$ cat config.mk
export PLATFORM = sky130hd
export DESIGN_NAME = moving_average_deadzone_filter_top
export DESIGN_NICKNAME = d
export VERILOG_FILES = /design/src/rtl/mavdz_pkg.sv /design/src/rtl/mavdz_ring.sv /design/src/rtl/mavdz_div.sv /design/src/rtl/moving_average_deadzone_filter_top.sv
export SDC_FILE = /design/constraint.sdc
export NUM_CORES = 1
export LEC_CHECK = 0
export BUFFER_PORTS_ARGS = -buffer_cell sky130_fd_sc_hd__buf_2
export CAP_MARGIN = 10
export CORE_UTILIZATION = 43
export DETAILED_ROUTE_END_ITERATION = 8
export PLACE_DENSITY = 0.63
export SLEW_MARGIN = 25
export SYNTH_ARGS = -nofsm -noshare
export SYNTH_HDL_FRONTEND = slang
export SYNTH_HIERARCHICAL = 1
export SYNTH_SLANG_ARGS = --single-unit
$ cat constraint.sdc
create_clock -name clk -period 8.1 [get_ports clk]
set_input_delay 1.215 -clock clk [delete_from_list [all_inputs] [get_ports clk]]
set_output_delay 1.215 -clock clk [all_outputs]
set_load 0.03 [all_outputs]
$ cat src/rtl/mavdz_pkg.sv
// mavdz_pkg: shared constants and types of the moving-average dead-zone filter
// used by every module under rtl/, no dependencies

package mavdz_pkg;

  localparam int SAMPLE_W   = 12;
  localparam int WINDOW_DEF = 16;

  localparam logic [SAMPLE_W-1:0] MID_SCALE  = 12'd2048;
  localparam logic [SAMPLE_W-1:0] DZ_DEFAULT = 12'd10;

  // control from the sequencer to the sample ring
  typedef struct packed {
    logic load;    // word accepted: capture sample, read oldest entry
    logic update;  // write ring, update running sum and position
  } mavdz_ring_ctl_t;

endpackage

$ cat src/rtl/mavdz_ring.sv
// mavdz_ring: sample ring memory, running sum, write position and full flag
// depends on mavdz_pkg

module mavdz_ring
  import mavdz_pkg::*;
#(
  parameter int WINDOW = WINDOW_DEF,
  parameter int SUM_W  = $clog2(WINDOW * 4095 + 1),
  parameter int CNT_W  = $clog2(WINDOW + 1)
) (
  input  logic                clk,
  input  logic                rst_n,
  input  mavdz_ring_ctl_t     ctl,
  input  logic [SAMPLE_W-1:0] sample,
  output logic [SUM_W-1:0]    sum,
  output logic [CNT_W-1:0]    count
);

  localparam int POS_W = (WINDOW > 1) ? $clog2(WINDOW) : 1;

  logic [SAMPLE_W-1:0] ring_mem [WINDOW];
  logic [SAMPLE_W-1:0] rd_data_r;
  logic [SAMPLE_W-1:0] sample_r;
  logic [POS_W-1:0]    pos_r, pos_nxt;
  logic [SUM_W-1:0]    sum_r, sum_nxt;
  logic                full_r, full_nxt;

  // memory: read the entry about to be overwritten when the word arrives
  always_ff @(posedge clk) begin
    if (ctl.load) begin
      rd_data_r <= ring_mem[pos_r];
      sample_r  <= sample;
    end
    if (ctl.update) begin
      ring_mem[pos_r] <= sample_r;
    end
  end

  always_comb begin
    pos_nxt  = pos_r;
    sum_nxt  = sum_r;
    full_nxt = full_r;
    if (ctl.update) begin
      // oldest sample leaves the sum only once the ring has wrapped
      sum_nxt = sum_r + SUM_W'(sample_r) - (full_r ? SUM_W'(rd_data_r) : '0);
      if (pos_r == POS_W'(WINDOW - 1)) begin
        pos_nxt  = '0;
        full_nxt = 1'b1;
      end else begin
        pos_nxt = pos_r + 1'b1;
      end
    end
  end

  always_ff @(posedge clk) begin
    if (!rst_n) begin
      pos_r  <= '0;
      sum_r  <= '0;
      full_r <= 1'b0;
    end else begin
      pos_r  <= pos_nxt;
      sum_r  <= sum_nxt;
      full_r <= full_nxt;
    end
  end

  assign sum   = sum_r;
  assign count = full_r ? CNT_W'(WINDOW) : CNT_W'(pos_r);

endmodule

$ cat src/rtl/mavdz_div.sv
// mavdz_div: bit-serial restoring divider, one quotient bit per cycle
// depends on mavdz_pkg; quotient is known to fit in SAMPLE_W bits

module mavdz_div
  import mavdz_pkg::*;
#(
  parameter int SUM_W = 18,
  parameter int CNT_W = 5
) (
  input  logic                clk,
  input  logic                rst_n,
  input  logic                start,
  input  logic [SUM_W-1:0]    dividend,
  input  logic [CNT_W-1:0]    divisor,
  output logic                done,
  output logic [SAMPLE_W-1:0] quotient
);

  localparam int STEP_W = $clog2(SAMPLE_W);

  logic [CNT_W-1:0]    rem_r, rem_nxt;
  logic [SAMPLE_W-1:0] shf_r, shf_nxt;  // dividend bits out at top, quotient bits in at bottom
  logic [CNT_W-1:0]    dsr_r;
  logic [STEP_W-1:0]   step_r, step_nxt;
  logic                busy_r, busy_nxt;
  logic                done_r, done_nxt;
  logic [CNT_W:0]      trial;
  logic                ge;

  assign trial = {rem_r, shf_r[SAMPLE_W-1]};
  assign ge    = (trial >= {1'b0, dsr_r});

  always_comb begin
    rem_nxt  = rem_r;
    shf_nxt  = shf_r;
    step_nxt = step_r;
    busy_nxt = busy_r;
    done_nxt = 1'b0;
    if (start) begin
      // upper dividend bits are already below the divisor
      rem_nxt  = CNT_W'(dividend >> SAMPLE_W);
      shf_nxt  = dividend[SAMPLE_W-1:0];
      step_nxt = '0;
      busy_nxt = 1'b1;
    end else if (busy_r) begin
      rem_nxt  = ge ? CNT_W'(trial - {1'b0, dsr_r}) : trial[CNT_W-1:0];
      shf_nxt  = {shf_r[SAMPLE_W-2:0], ge};
      step_nxt = step_r + 1'b1;
      if (step_r == STEP_W'(SAMPLE_W - 1)) begin
        busy_nxt = 1'b0;
        done_nxt = 1'b1;
      end
    end
  end

  always_ff @(posedge clk) begin
    rem_r  <= rem_nxt;
    shf_r  <= shf_nxt;
    step_r <= step_nxt;
    if (start) begin
      dsr_r <= divisor;
    end
  end

  always_ff @(posedge clk) begin
    if (!rst_n) begin
      busy_r <= 1'b0;
      done_r <= 1'b0;
    end else begin
      busy_r <= busy_nxt;
      done_r <= done_nxt;
    end
  end

  assign done     = done_r;
  assign quotient = shf_r;

endmodule

$ cat src/rtl/moving_average_deadzone_filter_top.sv
// Moving-average filter with dead band for one 12-bit ADC axis. Each input word
// is one sample; each produces one result word carrying the truncated average of
// the last WINDOW samples (of all samples seen, until the ring first fills) and
// the dead-zone qualified stable value, which follows the average only when it
// moves by at least cfg dead zone (reset 10) and starts at mid-scale 2048.
// Samples are taken one at a time; the next is accepted only after the last has
// passed through acceptance, the update of the ring and running sum, the loading
// of the divider, the bit-serial divider (12 quotient bits, one per cycle) and
// the dead zone step into the output register, which may stall on out_ready. A
// finished result waits in the output register while the next sample is
// accepted. The ring memory needs no clearing after reset.
// depends on mavdz_pkg, mavdz_ring, mavdz_div

module moving_average_deadzone_filter_top
  import mavdz_pkg::*;
#(
  parameter int WINDOW = WINDOW_DEF
) (
  input  logic                clk,
  input  logic                rst_n,
  input  logic                in_valid,
  output logic                in_ready,
  input  logic [SAMPLE_W-1:0] in_sample,
  output logic                out_valid,
  input  logic                out_ready,
  output logic [SAMPLE_W-1:0] out_stable_value,
  output logic [SAMPLE_W-1:0] out_average,
  input  logic                cfg_wr_en,
  input  logic [SAMPLE_W-1:0] cfg_wr_data
);

  localparam int SUM_W = $clog2(WINDOW * 4095 + 1);
  localparam int CNT_W = $clog2(WINDOW + 1);

  typedef enum logic [4:0] {
    ST_IDLE = 5'b00001,
    ST_SUM  = 5'b00010,
    ST_LOAD = 5'b00100,
    ST_DIV  = 5'b01000,
    ST_OUT  = 5'b10000
  } state_t;

  state_t              state_r, state_nxt;
  mavdz_ring_ctl_t     ring_ctl;
  logic [SUM_W-1:0]    ring_sum;
  logic [CNT_W-1:0]    ring_count;
  logic                div_start;
  logic                div_done;
  logic [SAMPLE_W-1:0] div_quot;
  logic [SAMPLE_W-1:0] avg_r;
  logic [SAMPLE_W-1:0] held_r, held_nxt;
  logic [SAMPLE_W-1:0] dz_r;
  logic [SAMPLE_W-1:0] diff;
  logic [SAMPLE_W-1:0] out_stable_r, out_avg_r;
  logic                out_valid_r, out_valid_nxt;
  logic                in_fire;
  logic                out_load;

  assign in_ready = (state_r == ST_IDLE);
  assign in_fire  = in_valid && in_ready;
  assign out_load = (state_r == ST_OUT) && (!out_valid_r || out_ready);

  assign ring_ctl.load   = in_fire;
  assign ring_ctl.update = (state_r == ST_SUM);
  assign div_start       = (state_r == ST_LOAD);

  mavdz_ring #(
    .WINDOW (WINDOW),
    .SUM_W  (SUM_W),
    .CNT_W  (CNT_W)
  ) u_ring (
    .clk    (clk),
    .rst_n  (rst_n),
    .ctl    (ring_ctl),
    .sample (in_sample),
    .sum    (ring_sum),
    .count  (ring_count)
  );

  mavdz_div #(
    .SUM_W (SUM_W),
    .CNT_W (CNT_W)
  ) u_div (
    .clk      (clk),
    .rst_n    (rst_n),
    .start    (div_start),
    .dividend (ring_sum),
    .divisor  (ring_count),
    .done     (div_done),
    .quotient (div_quot)
  );

  always_comb begin
    state_nxt = state_r;
    case (state_r)
      ST_IDLE: if (in_fire) state_nxt = ST_SUM;
      ST_SUM:  state_nxt = ST_LOAD;
      ST_LOAD: state_nxt = ST_DIV;
      ST_DIV:  if (div_done) state_nxt = ST_OUT;
      ST_OUT:  if (out_load) state_nxt = ST_IDLE;
      default: state_nxt = ST_IDLE;
    endcase
  end

  // dead band: keep the held value on small moves of the average
  assign diff     = (avg_r >= held_r) ? (avg_r - held_r) : (held_r - avg_r);
  assign held_nxt = (out_load && !(diff < dz_r)) ? avg_r : held_r;

  always_comb begin
    out_valid_nxt = out_valid_r;
    if (out_load) begin
      out_valid_nxt = 1'b1;
    end else if (out_ready) begin
      out_valid_nxt = 1'b0;
    end
  end

  always_ff @(posedge clk) begin
    if (state_r == ST_DIV && div_done) begin
      avg_r <= div_quot;
    end
    if (out_load) begin
      out_stable_r <= held_nxt;
      out_avg_r    <= avg_r;
    end
  end

  always_ff @(posedge clk) begin
    if (!rst_n) begin
      state_r     <= ST_IDLE;
      held_r      <= MID_SCALE;
      dz_r        <= DZ_DEFAULT;
      out_valid_r <= 1'b0;
    end else begin
      state_r     <= state_nxt;
      held_r      <= held_nxt;
      out_valid_r <= out_valid_nxt;
      if (cfg_wr_en) begin
        dz_r <= cfg_wr_data;
      end
    end
  end

  assign out_valid        = out_valid_r;
  assign out_stable_value = out_stable_r;
  assign out_average      = out_avg_r;

`ifndef ASSERT_OFF
  a_div_done_in_div: assert property (@(posedge clk) disable iff (!rst_n)
    div_done |-> (state_r == ST_DIV))
    else $error("divider finished outside the divide phase");

  a_count_nonzero: assert property (@(posedge clk) disable iff (!rst_n)
    (state_r == ST_LOAD) |-> (ring_count != '0))
    else $error("divider started with a zero sample count");

  a_held_only_on_out: assert property (@(posedge clk) disable iff (!rst_n)
    (state_r != ST_OUT) |=> $stable(held_r))
    else $error("held value changed outside the output phase");
`endif

endmodule

==> results of run 1 <==
==> layout by cell type (no fill, tap or decap), drive strengths merged, types with 19 or more instances in the layout <==
cell type and n:
edfxtp 273, nand2 57, buf 62, mux2i 50, clkbuf 47, nor2 42, inv 108, dfxtp 58
a21o 19, o21ai 21, mux4 60, and2 31, a21oi 28, ha 60
==> per-stage QoR <==
step	setup WS (ns)	power, W	instance area [um^2]
global route	3.25	0.00393	17200
finish	3.55	0.00378	17200
floorplan	4.41	0.00211	15400
detailed placement	3.57	0.00218	16000
CTS	3.54	0.00383	17200
global placement	3.26	0.00218	16000
==> worst reg2reg max path, cell delays in order (launching register included) <==
cell	delay, ns
edfxtp_1	0.38
inv_1	0.08
ha_1	0.39
a21o_1	0.23
a21o_1	0.21
o211ai_1	0.18
nand4b_1	0.64
mux2_2	0.53
ha_1	0.26
a21boi_0	0.17
o21a_1	0.12
o21ai_0	0.06
a21oi_1	0.26
o21a_2	0.61
mux2i_1	0.16
==> flip-flops by register name, summed over array words and instances (netlist names) <==
signal / count
u_ring/ring_mem: 192
u_ring/sum: 16
avg_r: 12
dz_r: 12
held_r: 12
out_average: 12
out_stable_value: 12
u_div/quotient: 12
u_ring/rd_data_r: 12
u_ring/sample_r: 12
state_r: 5
u_div/dsr_r: 5
u_div/rem_r: 5
u_div/step_r: 4
u_ring/pos_r: 4
out_valid: 1
u_div/busy_r: 1
u_div/done: 1
u_ring/full_r: 1
==> where the power goes <==
part / switching [W] / internal [W]
registers: 0.0000330 / 0.00187
clock network: 0.000659 / 0.000978
logic: 0.000134 / 0.000104
total: 0.000826 / 0.00295
==> path summary, 6_finish.rpt <==
kind	from	to	slack [ns]	depth (start not counted)
worst max-delay path	avg_r[8]	out_stable_value[10]	3.55	14
worst max register to register	avg_r[8]	out_stable_value[10]	3.55	14
worst min-delay path	u_div/quotient[8]	avg_r[8]	0.45	0
worst min register to register	u_div/quotient[8]	avg_r[8]	0.45	0
==> cells in the mapped netlist (all sizes together) (21+ instances only) <==
cell / instances
buf: 25
a21oi: 28
o21ai: 21
inv: 106
nor2: 42
ha: 60
mux4: 60
mux2i: 50
and2: 31
nand2: 57
dfxtp: 58
edfxtp: 273
==> logic make-up (layout without fill, tap and decap cells) <==
kind of cell / count (synthesis) / count (layout) / share of synthesized area [%]
AND/OR/NAND/NOR: 203 / 203 / 6.67
AO/OA/AOI/OAI: 137 / 137 / 6.24
adder cells (fa/ha/maj): 75 / 75 / 6.83
multiplexers: 123 / 123 / 13.5
buffers and inverters: 145 / 234 / 4.36
flip-flops: 331 / 331 / 60.8
XOR/XNOR: 28 / 28 / 1.59
==> metal layers <==
| metal | vias up | global-route usage, % | wire length (um) |
|---|---|---|---|
| met2 | 160 | 29.5 | 14800 |
| li1 | 4018 | - | - |
| met3 | 48 | 2.97 | 1360 |
| met5 | - | 0 | 0 |
| met1 | 4184 | 22.5 | 13400 |
| met4 | 0 | 4.82 | 571 |
==> layout make-up <==
cell class	instances	area [um^2]
clock buffers	47	963
clock inverters	19	233
fillers	2990	17700
inverters	106	398
multi-input cells	566	5360
flip-flops and latches	331	9360
well taps	455	569
repair buffers	62	338
==> flow_summary.ini, run 1 <==
[floorplanning]
die_w_um = 191
start_util_pct = 44.1
core-area_um2 = 34900
die_area_um2 = 36500
rows = 68
num_io_pins = 55
die_h_um = 191

[cts]
post_cts_resized = 0
cts_root_buf = clkbuf_16
cts_buffers = 36
clk_pin_slew_ns = 0.05
clk_latency_ns = 0.54
cts_buffer_depth = 3
cts_tree = built
htreeDepth = 2
cts_hold_buf = 0
cts_sinks = 331
post_cts_buffers = 0

[logic_synthesis]
synth_seq_area_share_pct = 60.8
synth_top_area_share_pct = 53.3
syn-num-nets = 1146
ys_seq_elements = 331
synth-warning-count = 6
yosys_most_used_dff = edfxtp_1
synth_edf_count = 273
synth_top_area_cell = edfxtp_1
synthTopCellsByArea = edfxtp_1 (53%), dfxtp_1 (7.5%), mux4_2 (5.7%)
syn-mean-instance-area_um2 = 14.8
ys_types = 64
synth.cell_area_um2 = 15400
synthCells = 1042
synthArstFlopShare_pct = 0

[global_routing]
grt_usage_pct = 17.3
grt_pass1_wl_um = 47800
antenna_found_initial = 0
grt_pass1_vias = 8610
grt_max_degree = 55
overflow = 0

[power]
p_leak_nw = 6.28
ir_drop_v = 0.000200
p_per_area_nw_per_um2 = 219

[placed_design]
io_buffers = 54
hpwlAfterDp_um = 19300
dp_cells = 1519
finalWeightedCongestion = 0.864

[timing]
worst_pin_slew_ns = 1.02
fmax_mhz = 220
finalClockSkew_ns = 0.0188
rsz0062_at_grt = no
timing.setup.tns_ns = 0
relSlewSlack_pct = 32.0
post-route-period-util_pct = 56.2
finalSetupViolations = 0
worst_hold_slack_ns = 0.450
final_max_slew_viol_count = 0
finalHoldViolations = 0
layout_min_cycle_time_ns = 4.55

[routing]
drc = 0
drtPass1Iterations = 5
wirelength_um = 30200
vias = 8410
wire_per_inst_um = 19.0
ant_nets = 0
first_iter_violations = 497
avgViaCountPerCell = 5.30

[setup_path]
crit_buf_inv = 1
cp_cell_sequence = inv_1 > ha_1 > a21o_1 > a21o_1 > o211ai_1 > nand4b_1 > mux2_2 > ha_1 > a21boi_0 > o21a_1 > o21ai_0 > a21oi_1 > o21a_2 > mux2i_1
required_ns = 8.35
slowest_delay_ns = 0.64
cp_max_fo = 19
timing_worst_setup_path_type = flip-flop to flip-flop
start_kind = flip-flop
arrival_ns = 4.80
end_kind = flip-flop
cp_slowest_cell = nand4b_1
path_delay_family = compound AO/OA/AOI/OAI gates

[layout]
syn_to_final_growth_pct = 11.9
antenna_cells = 0
final_cells = 1586
drive_above_1_share_pct = 16.6
fin_util_pct = 49.4
nNetsFinal = 1207

[run]
cap_violations = 0

[status]
run_status = completed

[worst_hold_path]
min_path_type = flip-flop to flip-flop
No activity file was read; power rests on OpenSTA's default activity.
==> inputs of run 2 (changes only) <==
- clock period: 8.1 -> 4.2 ns (I/O delays scaled with it)
==> flow_summary.ini, run 2 (synthesis gave the netlist of run 1 again) <==
[status]
run_status = completed

[layout]
antenna_cells = 0
seq_area_um2 = 9360
final_common_cell = edfxtp_1
drive_above_1_share_pct = 16.7
nFillCells = 3005
regMostFlops = u_ring/ring_mem
syn_to_final_growth_pct = 12.3
multi_input_area_um2 = 5380
final_cell_mix = edfxtp_1 (273), inv_1 (106), ha_1 (60), nand2_1 (57), dfxtp_1 (56)
largest_reg_flops = 192
nNetsFinal = 1215

[timing]
fmax_mhz = 250
finalHoldViolations = 0
finalSetupViolations = 0
timing.setup.tns_ns = 0
final_max_slew_viol_count = 0
finalClockSkew_ns = 0.0250
layout_setup_ws_ns = 0.206
layout_min_cycle_time_ns = 3.99
worst_pin_slew_ns = 0.965
rsz0062_at_grt = no
post-route-period-util_pct = 95.1
relSlewSlack_pct = 35.6

[floorplanning]
die_h_um = 191
start_util_pct = 44.1
die_w_um = 191
core-area_um2 = 34900
num_io_pins = 55
die_area_um2 = 36500
rows = 68

[global_routing]
antenna_found_initial = 0
grt_max_degree = 48
grt_usage_pct = 17.3
grt_pass1_wl_um = 48100
overflow = 0
grt_pass1_vias = 8642

[setup_path]
arrival_ns = 4.26
ff2ff_path_depth = 16
rr_startpoint = avg_r[1]
timing_worst_setup_path_type = flip-flop to flip-flop
start_kind = flip-flop
cp_max_fo = 15
worstReg2RegEnd = out_stable_value[5]
end_kind = flip-flop
reg2reg_slack_ns = 0.21
required_ns = 4.46

[placed_design]
io_buffers = 54
finalWeightedCongestion = 0.869
hpwlAfterDp_um = 19800
pre_cts_ws_ns = 0.185

[routing]
first_iter_violations = 504
drtPass1Iterations = 4
ant_nets = 0
wire_per_inst_um = 19.1
drc = 0
vias = 8415
avgViaCountPerCell = 5.28
wirelength_um = 30500

[worst_hold_path]
min_path_cells = 1
hold_end = u_ring/sample_r[2]
min_path_type = primary input to flip-flop
hold_start = in_sample[2]

[power]
p_leak_nw = 6.30
ir_drop_v = 0.000404
p_per_area_nw_per_um2 = 418

[cts]
htreeDepth = 2
cts_tree = built
clk_pin_slew_ns = 0.06
cts_sinks = 331
clk_latency_ns = 0.54
cts_root_buf = clkbuf_16
cts_hold_buf = 0
cts_buffer_depth = 3
cts_buffers = 36

[run]
cap_violations = 0
-- run 2: routing by layer --
layer / global-route usage, % / wire (um)
met4: 4.40 / 529
met1: 22.6 / 13600
met3: 2.90 / 1340
met5: 0 / 0
met2: 29.8 / 15000
-- run 2: layout make-up --
| class | instances | area share (%) |
|---|---|---|
| Sequential cell | 331 | 54.2 |
| Multi-Input combinational cell | 566 | 31.1 |
| Clock buffer | 48 | 5.60 |
| Tap cell | 455 | 3.29 |
| Timing Repair Buffer | 70 | 2.40 |
| Inverter | 106 | 2.30 |
| Clock inverter | 17 | 1.11 |
-- run 2: critical path, stage by stage (launching register included) --
cell and delay, ns:
edfxtp_1 0.47, inv_1 0.16, ha_1 0.26, nor2b_1 0.16
o31a_1 0.27, o21a_1 0.24, a221o_2 0.36, mux2i_1 0.17
xnor2_1 0.15, ha_1 0.27, a21o_1 0.16, a21o_1 0.18
a21oi_2 0.16, nand2_1 0.15, o21a_4 0.26, buf_12 0.16
mux2i_1 0.12
-- run 2: what timing repair did --
action                                  4_1_cts  5_1_grt
buffers inserted                              0        1
resized for setup                             0        3
endpoints found under the setup margin        0       20
-- run 2: how the worst max path moves through the flow --
stage	start	endpoint	slack (ns)	depth (start not counted)
after floorplan	avg_r[1]	out_stable_value[10]	0.51	17
after global placement	avg_r[1]	out_stable_value[4]	0.27	15
after detailed placement	avg_r[1]	out_stable_value[7]	0.18	16
after CTS	avg_r[8]	out_stable_value[9]	0.16	15
after global routing	avg_r[1]	out_stable_value[10]	0.0006	16
final	avg_r[1]	out_stable_value[5]	0.21	16
-- run 2: stage by stage --
step	cells	instance area (um^2)	utilization, %	power [W]	hold slack (ns)
floorplan	1042	15400	-	0.00408	0.422
global placement	1527	16100	46.2	0.00420	0.441
detailed placement	1527	16100	46.2	0.00421	0.445
CTS	1592	17300	49.5	0.00731	0.243
global route	1593	17300	49.5	0.00749	0.245
finish	1593	17300	49.5	0.00723	0.272
-- run 2: where the power goes --
part | total, W | leakage [nW] | switching, W | internal (W)
combinational | 0.000462 | 2.78 | 0.000260 | 0.000202
sequential | 0.00368 | 2.96 | 0.0000680 | 0.00361
clock | 0.00309 | 0.555 | 0.00127 | 0.00182
==> inputs of run 3 (changes only) <==
- RECOVER_POWER: not set -> 25
==> flow_summary.ini, run 3 (synthesis gave the netlist of run 1 again) <==
[cts]
cts_hold_buf = 0
cts_buffer_depth = 3
clk_pin_slew_ns = 0.06
cts_root_buf = clkbuf_16
clk_latency_ns = 0.54
htreeDepth = 2
cts_buffers = 36
cts_tree = built
cts_sinks = 331

[layout]
largest_reg_flops = 192
nFillCells = 3007
final_common_cell = edfxtp_1
syn_to_final_growth_pct = 12.2
drive_above_1_share_pct = 16.5
nNetsFinal = 1215
antenna_cells = 0
final_cell_mix = edfxtp_1 (273), inv_1 (106), ha_1 (60), nand2_1 (57), dfxtp_1 (56)
fin_util_pct = 49.5
regMostFlops = u_ring/ring_mem

[timing]
fmax_mhz = 250
worst_hold_slack_ns = 0.271
rsz0062_at_grt = no
worst_pin_slew_ns = 2.17
layout_min_cycle_time_ns = 4.00
finalClockSkew_ns = 0.0258
finalSetupViolations = 0
post-route-period-util_pct = 95.3
final_max_slew_viol_count = 48
layout_setup_ws_ns = 0.198
relSlewSlack_pct = -45.0
finalHoldViolations = 0
timing.setup.tns_ns = 0

[status]
violations = capacitance limit, slew limit
run_status = finished, violations left

[global_routing]
grt_pass1_vias = 8642
antenna_found_initial = 0
grt_max_degree = 48
grt_pass1_wl_um = 48100
grt_usage_pct = 17.3
overflow = 0

[setup_path]
timing_worst_setup_path_type = flip-flop to flip-flop
required_ns = 4.46
end_kind = flip-flop
arrival_ns = 4.27
start_kind = flip-flop
cp_max_fo = 15

[routing]
wirelength_um = 30500
avgViaCountPerCell = 5.28
ant_nets = 0
drc = 0
drtPass1Iterations = 4
wire_per_inst_um = 19.1
vias = 8415
first_iter_violations = 518

[power]
p_per_area_nw_per_um2 = 419
p_sw_share_pct = 22.1
power_frac_comb_pct = 6.4
internal_power_w = 0.00563
ir_drop_v = 0.000404
p_clk_share_pct = 42.8
pwr-share-seq_pct = 50.8
power.switching_w = 0.00160
p_leak_nw = 6.29

[worst_hold_path]
min_path_type = primary input to flip-flop

[floorplanning]
die_h_um = 191
start_util_pct = 44.1
num_io_pins = 55
die_w_um = 191
rows = 68
core-area_um2 = 34900
die_area_um2 = 36500

[run]
cap_violations = 1

[placed_design]
finalWeightedCongestion = 0.869
pre_cts_ws_ns = 0.185
hpwlAfterDp_um = 19800
io_buffers = 54
-- run 3: cell count changes in the layout (fill, tap and decap cells not counted) --
cell / before / now
buf_4: 14 / 12
clkbuf_1: 11 / 13
-- run 3: path summary, 6_finish.rpt --
check                                  startpoint                  end  slack [ns]  cells past startpoint
worst min register to register  u_div/quotient[6]             avg_r[6]        0.46                      0
worst min-delay path                 in_sample[2]   u_ring/sample_r[2]        0.27                      1
worst max register to register           avg_r[1]  out_stable_value[5]        0.20                     16
worst max-delay path                     avg_r[1]  out_stable_value[5]        0.20                     16
-- run 3: what timing repair did --
action,4_1_cts,5_1_grt
buffers inserted,0,1
endpoints found under the setup margin,0,20
hold endpoints to repair,0,0
resized for setup,0,3
-- run 3: routing by layer --
layer / global-route usage (%) / share of wire [%] / vias to the layer above
li1: - / - / 4020
met1: 22.6 / 45 / 4189
met2: 29.8 / 49 / 168
met3: 2.90 / 4.0 / 38
met4: 4.40 / 1.7 / 0
met5: 0 / 0 / -
-- run 3: layout make-up --
| class | count | area, um^2 | share of cell area [%] |
|---|---|---|---|
| clock buffers | 48 | 967 | 5.60 |
| clock inverters | 17 | 193 | 1.12 |
| inverters | 106 | 398 | 2.30 |
| multi-input cells | 566 | 5380 | 31.1 |
| flip-flops and latches | 331 | 9360 | 54.2 |
| well taps | 455 | 569 | 3.30 |
| repair buffers | 70 | 408 | 2.36 |
-- run 3: stage by stage --
step / instance area (um^2) / std cells / total power, W
3_3_place_gp: 16100 / 1527 / 0.00420
3_5_place_dp: 16100 / 1527 / 0.00421
5_1_grt: 17300 / 1593 / 0.00749
4_1_cts: 17300 / 1592 / 0.00731
6_report: 17300 / 1593 / 0.00723
2_1_floorplan: 15400 / 1042 / 0.00408
-- run 3: power by group through the flow --
stage               Sequential, W  Combinational (W)  Clock [W]
floorplan                 0.00371           0.000361          0
finish                    0.00368           0.000463    0.00309
detailed placement        0.00375           0.000461          0
CTS                       0.00368           0.000463    0.00317
global placement          0.00374           0.000457          0
global route              0.00369           0.000522    0.00329
-- run 3: critical path, stage by stage (launching register included) --
cell and delay, ns:
edfxtp_1 0.47, inv_1 0.16, ha_1 0.26, nor2b_1 0.16
o31a_1 0.27, o21a_1 0.24, a221o_2 0.36, mux2i_1 0.18
xnor2_1 0.16, ha_1 0.27, a21o_1 0.16, a21o_1 0.18
a21oi_2 0.16, nand2_1 0.15, o21a_4 0.26, buf_12 0.16
mux2i_1 0.12
